`src/design/iou_pkg.sv`:
```
`default_nettype none
package iou_pkg;

    typedef enum logic [3:0] {
        ST_IDLE,
        ST_FILTER,
        ST_RD,
        ST_RDWAIT,
        ST_GEOM,
        ST_DIV,
        ST_SCORE,
        ST_CMP,
        ST_WRITE,
        ST_OUT
    } state_t;

    localparam logic [1:0] CFG_CONF  = 2'd0;
    localparam logic [1:0] CFG_AREA  = 2'd1;
    localparam logic [1:0] CFG_MATCH = 2'd2;

    typedef struct packed {
        logic load;
        logic filter;
        logic geom;
        logic div_start;
        logic score;
        logic cmp;
        logic write;
        logic next_track;
        logic out_load;
    } cmd_t;

    typedef struct packed {
        logic keep;
        logic more_tracks;
        logic div_done;
    } stat_t;

endpackage
`default_nettype wire

```
`src/design/iou_ctrl.sv`:
```
`default_nettype none
module iou_ctrl (
    input  wire logic          clk,
    input  wire logic          rst_n,
    input  wire logic          in_valid,
    output logic               in_stall,
    output logic               out_valid,
    input  wire logic          out_stall,
    input  wire iou_pkg::stat_t stat,
    output iou_pkg::cmd_t      cmd
);
    import iou_pkg::*;

    state_t state_reg, state_next;
    logic   out_valid_reg, out_valid_next;

    always_ff @(posedge clk or negedge rst_n)
    begin
        if (!rst_n)
        begin
            state_reg     <= ST_IDLE;
            out_valid_reg <= 1'b0;
        end
        else
        begin
            state_reg     <= state_next;
            out_valid_reg <= out_valid_next;
        end
    end

    always_comb
    begin
        state_next = state_reg;
        case (state_reg)
            ST_IDLE:   if (in_valid) state_next = ST_FILTER;
            ST_FILTER: state_next = stat.keep ? ST_RD : ST_OUT;
            ST_RD:     state_next = stat.more_tracks ? ST_RDWAIT : ST_WRITE;
            ST_RDWAIT: state_next = ST_GEOM;
            ST_GEOM:   state_next = ST_DIV;
            ST_DIV:    if (stat.div_done) state_next = ST_SCORE;
            ST_SCORE:  state_next = ST_CMP;
            ST_CMP:    state_next = ST_RD;
            ST_WRITE:  state_next = ST_OUT;
            ST_OUT:    if (!out_valid_reg || !out_stall) state_next = ST_IDLE;
            default:   state_next = ST_IDLE;
        endcase
    end

    always_comb
    begin
        cmd            = '0;
        in_stall       = (state_reg != ST_IDLE);
        out_valid_next = out_valid_reg && out_stall;
        case (state_reg)
            ST_IDLE:   cmd.load = in_valid;
            ST_FILTER: cmd.filter = 1'b1;
            ST_GEOM:   cmd.geom = 1'b1;
            ST_RDWAIT: cmd.div_start = 1'b0;
            ST_DIV:    cmd.div_start = 1'b0;
            ST_SCORE:  cmd.score = 1'b1;
            ST_CMP:
            begin
                cmd.cmp        = 1'b1;
                cmd.next_track = 1'b1;
            end
            ST_WRITE:  cmd.write = 1'b1;
            ST_OUT:
            begin
                if (!out_valid_reg || !out_stall)
                begin
                    cmd.out_load   = 1'b1;
                    out_valid_next = 1'b1;
                end
            end
            default:   cmd = '0;
        endcase
        if (state_reg == ST_GEOM)
        begin
            cmd.div_start = 1'b1;
        end
    end

    assign out_valid = out_valid_reg;
endmodule
`default_nettype wire

```
`config.mk`:
```
export PLATFORM = sky130hd
export DESIGN_NAME = iou_ctrl
export DESIGN_NICKNAME = d
export VERILOG_FILES = /design/src/design/iou_pkg.sv /design/src/design/iou_ctrl.sv
export SDC_FILE = /design/constraint.sdc
export NUM_CORES = 1
export LEC_CHECK = 0
export ABC_CLOCK_PERIOD_IN_PS = 1500
export BUFFER_PORTS_ARGS = -buffer_cell sky130_fd_sc_hd__buf_2
export CORE_AREA = 2 2 39 41
export DETAILED_ROUTE_END_ITERATION = 16
export DIE_AREA = 0 0 41 43
export MAX_ROUTING_LAYER = met4
export PLACE_DENSITY = 0.59
export SYNTH_ARGS = -nofsm -noshare
export SYNTH_HDL_FRONTEND = slang
export SYNTH_SLANG_ARGS = --single-unit
```
`constraint.sdc`:
```
create_clock -name clk -period 1.5 [get_ports clk]
set_input_delay 0.075 -clock clk [delete_from_list [all_inputs] [get_ports clk]]
set_output_delay 0.075 -clock clk [all_outputs]
set_load 0.05 [all_outputs]
```
## Word level (Yosys, flattened, before mapping)

Cells that the tools add are included.

| storage, ports and cells | value |
|---|---|
| logic and storage cells | 37 |
| register bits | 5 |
| bits of input ports | 7 |

| cells by class | value |
|---|---|
| reduce and logical (&&, ||, !) cells | 7 |
| muxes and demuxes | 16 |
| equal/unequal tests | 12 |

Operators by type and width:

| operator | number |
|---|---|
| $pmux W4 S10 | 1 |
| $mux W4 | 5 |
| $eq A4 B3 Y1 const B | 4 |
| $mux W1 | 10 |
| $eq A4 B2 Y1 const B | 2 |
| $eq A4 B4 Y1 const B | 2 |
| $ne A2 B2 Y1 const B | 3 |
| $eq A4 B1 Y1 const B | 1 |
| $logic_not A4 Y1 | 1 |
| $reduce_bool A4 Y1 | 1 |
| $reduce_and A3 Y1 | 1 |
| $logic_not A1 Y1 | 2 |
| $logic_and A1 B1 Y1 | 1 |
| $logic_or A1 B1 Y1 | 1 |

## Longest topological paths before layout

| depth | value |
|---|---|
| word-level depth | 4 |
| mapped depth | 4 |
| gate-level depth less buffers | 3 |

## Worst setup path before layout

Ideal clock, no wire load.

| path | value |
|---|---|
| path kind | register to output |
| start | register state_reg[0] |
| end | output cmd[2] in the netlist's numbering |
| buffers on the path | 1 |
| required time | 1.425 ns |
| slack | -0.815 ns |
| data arrival time | 2.240 ns |
| cell stages (with the launch flop) | 3 |
| cell sequence | dfrtp_1 buf_2 nor4b_1 |

RTL lines:

| what | line | source |
|---|---|---|
| start: declaration | iou_ctrl.sv:14 | `state_t state_reg, state_next;` |
| start signal: assignment | iou_ctrl.sv:26 | `state_reg <= state_next;` |
| end: declaration | iou_ctrl.sv:10 | `output iou_pkg::cmd_t cmd` |

==> flow_metrics.env <==
export IMPL_outcome="finished with violations"
export IMPL_violations="setup timing"
export IMPL_hold_viol_final=0
export IMPL_largest_reg_flops=4
export IMPL_synth_nets=54
export IMPL_yosys_top_cells_area="dfrtp_1 (32%), a211oi_1 (5.8%), buf_2 (5.2%)"
export IMPL_arrival_ns=1.50
export IMPL_pwr_share_seq=0.180
export IMPL_clock_skew_ns=0.007054
export IMPL_syn_area_um2=385.4
export IMPL_path_class="reg2out"
export IMPL_viasPerCell=4.964
export IMPL_drt_wl_total_um=1047
export IMPL_design_power_total_mw=1.527
export IMPL_grt_pass1_vias=346
export IMPL_rsz0062_at_grt="yes"
export IMPL_cts_root_buf="clkbuf_4"
export IMPL_antennaDiodeCount=0
export IMPL_htree_levels=1
export IMPL_cp_cell_sequence="or4_4 > nor2_4 > buf_8"
export IMPL_max_freq_ghz=0.6363
export IMPL_clockBufferDepth=2
export IMPL_holdWs_ns=0.1153
export IMPL_p_clk_frac=0.103
export IMPL_fp_coreArea_um2=1384
export IMPL_setup_slack_ns=-0.07147
export IMPL_initialDrtViolationCount=4
export IMPL_cp_start_kind="flip-flop"
export IMPL_maxCapViolCount=0
export IMPL_fin_nets=76
export IMPL_die_y_um=43
export IMPL_dp_cells=79
export IMPL_yosysSeqAreaShare=0.3247
export IMPL_wl_per_cell_um=12.46
export IMPL_grt_max_degree=12
export IMPL_top_usage_layer="met2"
export IMPL_min_period_over_period=1.048
export IMPL_pin_count=18
export IMPL_synth_top_cell_by_area="dfrtp_1"
export IMPL_endpoint_kind="output pin"
export IMPL_critPathMaxFanout=4
export IMPL_ys_warn_count=0
export IMPL_cts_tree="built"
export IMPL_power_leakage_nw=0.2775
export IMPL_grt_total_usage=0.1381
export IMPL_internal_power_mw=0.7089
export IMPL_final_min_clock_period_ns=1.571
export IMPL_nFillCells=147
export IMPL_drive_above_1_share=0.5147
export IMPL_antenna_found_initial=0
export IMPL_yosysUniqueCellTypes=26
export IMPL_area_delta_synth_final_pct=54.87
export IMPL_p_sw_frac=0.5357
export IMPL_postRouteAntennaNets=0
export IMPL_slowest_stage="or4_4"
export IMPL_final_util=0.4313
export IMPL_grtUsageMet3=0.09424
export IMPL_syn_avg_cell_area_um2=8.199
export IMPL_maxSlewViolCount=0
export IMPL_use_met1=0.1715
export IMPL_synth_seq_cells=5
export IMPL_slew_headroom=0.8305
export IMPL_overflow=0
export IMPL_start_util=0.2785
export IMPL_gp_congestion=0.7402
export IMPL_clkLatencyLatePin_ns=0.25
export IMPL_row_count=14
export IMPL_via_count=417
export IMPL_p_sw_mw=0.8178
export IMPL_die_area_um2=1763
export IMPL_p_per_area_nw_per_um2=2558
export IMPL_clk_pin_slew_ns=0.05
export IMPL_fin_cells=84
export IMPL_tightest_slew_ns=0.2542
export IMPL_die_w_um=41
export IMPL_drcViolationCount=0
export IMPL_critPathMaxStageDelay_ns=0.59
export IMPL_dr_pass1_iters=2
export IMPL_cts_buffers=3
export IMPL_setup_viol=3
export IMPL_syn_inst=47
export IMPL_synth_top_area_share=0.3247
export IMPL_cts_sinks=5
export IMPL_dp_hpwl_um=778.3
export IMPL_cp_required_ns=1.42
export IMPL_grt_pass1_wl_um=1531
export IMPL_use_met2=0.1875
export IMPL_hold_class="in2reg"
export IMPL_ir_drop_mv=1.287
export IMPL_portBuffers=17
export IMPL_comb_power_share=0.716
==> Yosys cell counts <==
cell type	n
a211oi_1	3
a21o_1	1
a21oi_1	1
a22oi_1	1
and4b_1	1
buf_2	4
buf_4	2
dfrtp_1	5
inv_1	1
nand2_1	3
nand2b_1	2
nor2_1	5
nor2_2	1
nor2b_1	2
nor3_1	2
nor3b_1	2
nor4b_1	1
o21ai_0	2
o21ai_1	1
o221ai_1	1
o32ai_1	1
or2_1	1
or3_1	1
or3b_1	1
or4_4	1
xor2_1	1
==> critical path: cells and delay by family, from the launching register on <==
family	cells	cell delay, ns
simple gates	2	0.71
buf+inv	1	0.15
flops	1	0.40
==> cell type report <==
cell class                 count  area, µm²  area share
multi-input combinational     35      265.3      0.4444
tap                           16      20.02     0.03354
timing repair buffer          23      156.4      0.2621
inverter                       1      3.754    0.006289
clock buffer                   4      26.28     0.04403
sequential                     5      125.1      0.2096
==> cells in the final DEF, fill, tap and decap left out, drive strengths merged <==
cell,netlist,layout
o221ai,1,1
nor3b,2,2
nand2b,2,2
nor4b,1,1
dfrtp,5,5
a211oi,3,3
nor2,6,6
or2,1,1
o32ai,1,1
or4,1,1
or3,1,1
a21o,1,1
o21ai,3,3
a21oi,1,1
nor3,2,2
dlygate4sd3,0,1
nand2,3,3
a22oi,1,1
buf,6,22
or3b,1,1
xor2,1,1
clkbuf,0,4
nor2b,2,2
inv,1,1
and4b,1,1
==> layer usage <==
metal	share of wire	wire length, µm
met1	0.45	469
met2	0.47	490
met3	0.076	80
met4	0.0067	7
met5	0	0
==> timing repair <==
item | CTS | global route
gates resized for setup | 5 | 8
buffers inserted | 0 | 0
hold endpoints to repair | 5 | 0
endpoints found under the setup margin | 3 | 7
pin swaps | 1 | 0
hold buffers | 1 | 0
==> power groups by stage <==
| stage | Combinational (mW) | Clock (mW) | Sequential [mW] |
|---|---|---|---|
| global route | 1.17 | 0.172 | 0.280 |
| floorplan | 0.765 | 0 | 0.279 |
| global placement | 1.01 | 0 | 0.268 |
| CTS | 1.07 | 0.165 | 0.271 |
| detailed placement | 1.02 | 0 | 0.271 |
| finish | 1.09 | 0.158 | 0.275 |
==> final timing paths <==
path                              start           end  slack (ns)  depth (start not counted)
min reg2reg                   out_valid     out_valid        0.59                          2
min                           out_stall     out_valid        0.12                          3
min in group asynchronous         rst_n     out_valid        0.17                          2
max                        state_reg[1]        cmd[8]       -0.07                          3
max reg2reg                state_reg[2]  state_reg[0]        0.13                          4
max in group asynchronous         rst_n  state_reg[0]        1.19                          2
==> logic make-up after synthesis <==
logic type                Yosys count  share of synthesized area
and+or+nand+nor                    23                     0.3572
xor gates and xnor gates            1                    0.02273
DFF                                 5                     0.3247
AOI/OAI and AO/OA                  11                     0.1948
buffers and inverters               7                     0.1006
==> stage by stage <==
step / worst slack, ns / area [µm²] / setup TNS (ns)
final: -0.07147 / 596.8 / -0.1633
after global placement: 0.1066 / 531.8 / 0
after global routing: -0.1126 / 596.8 / -0.2897
after CTS: -0.07806 / 583.1 / -0.2023
after detailed placement: 0.08628 / 531.8 / 0
after floorplan: -0.1417 / 424.2 / -0.1435
Note: power is estimated with default switching activity, not from simulation.
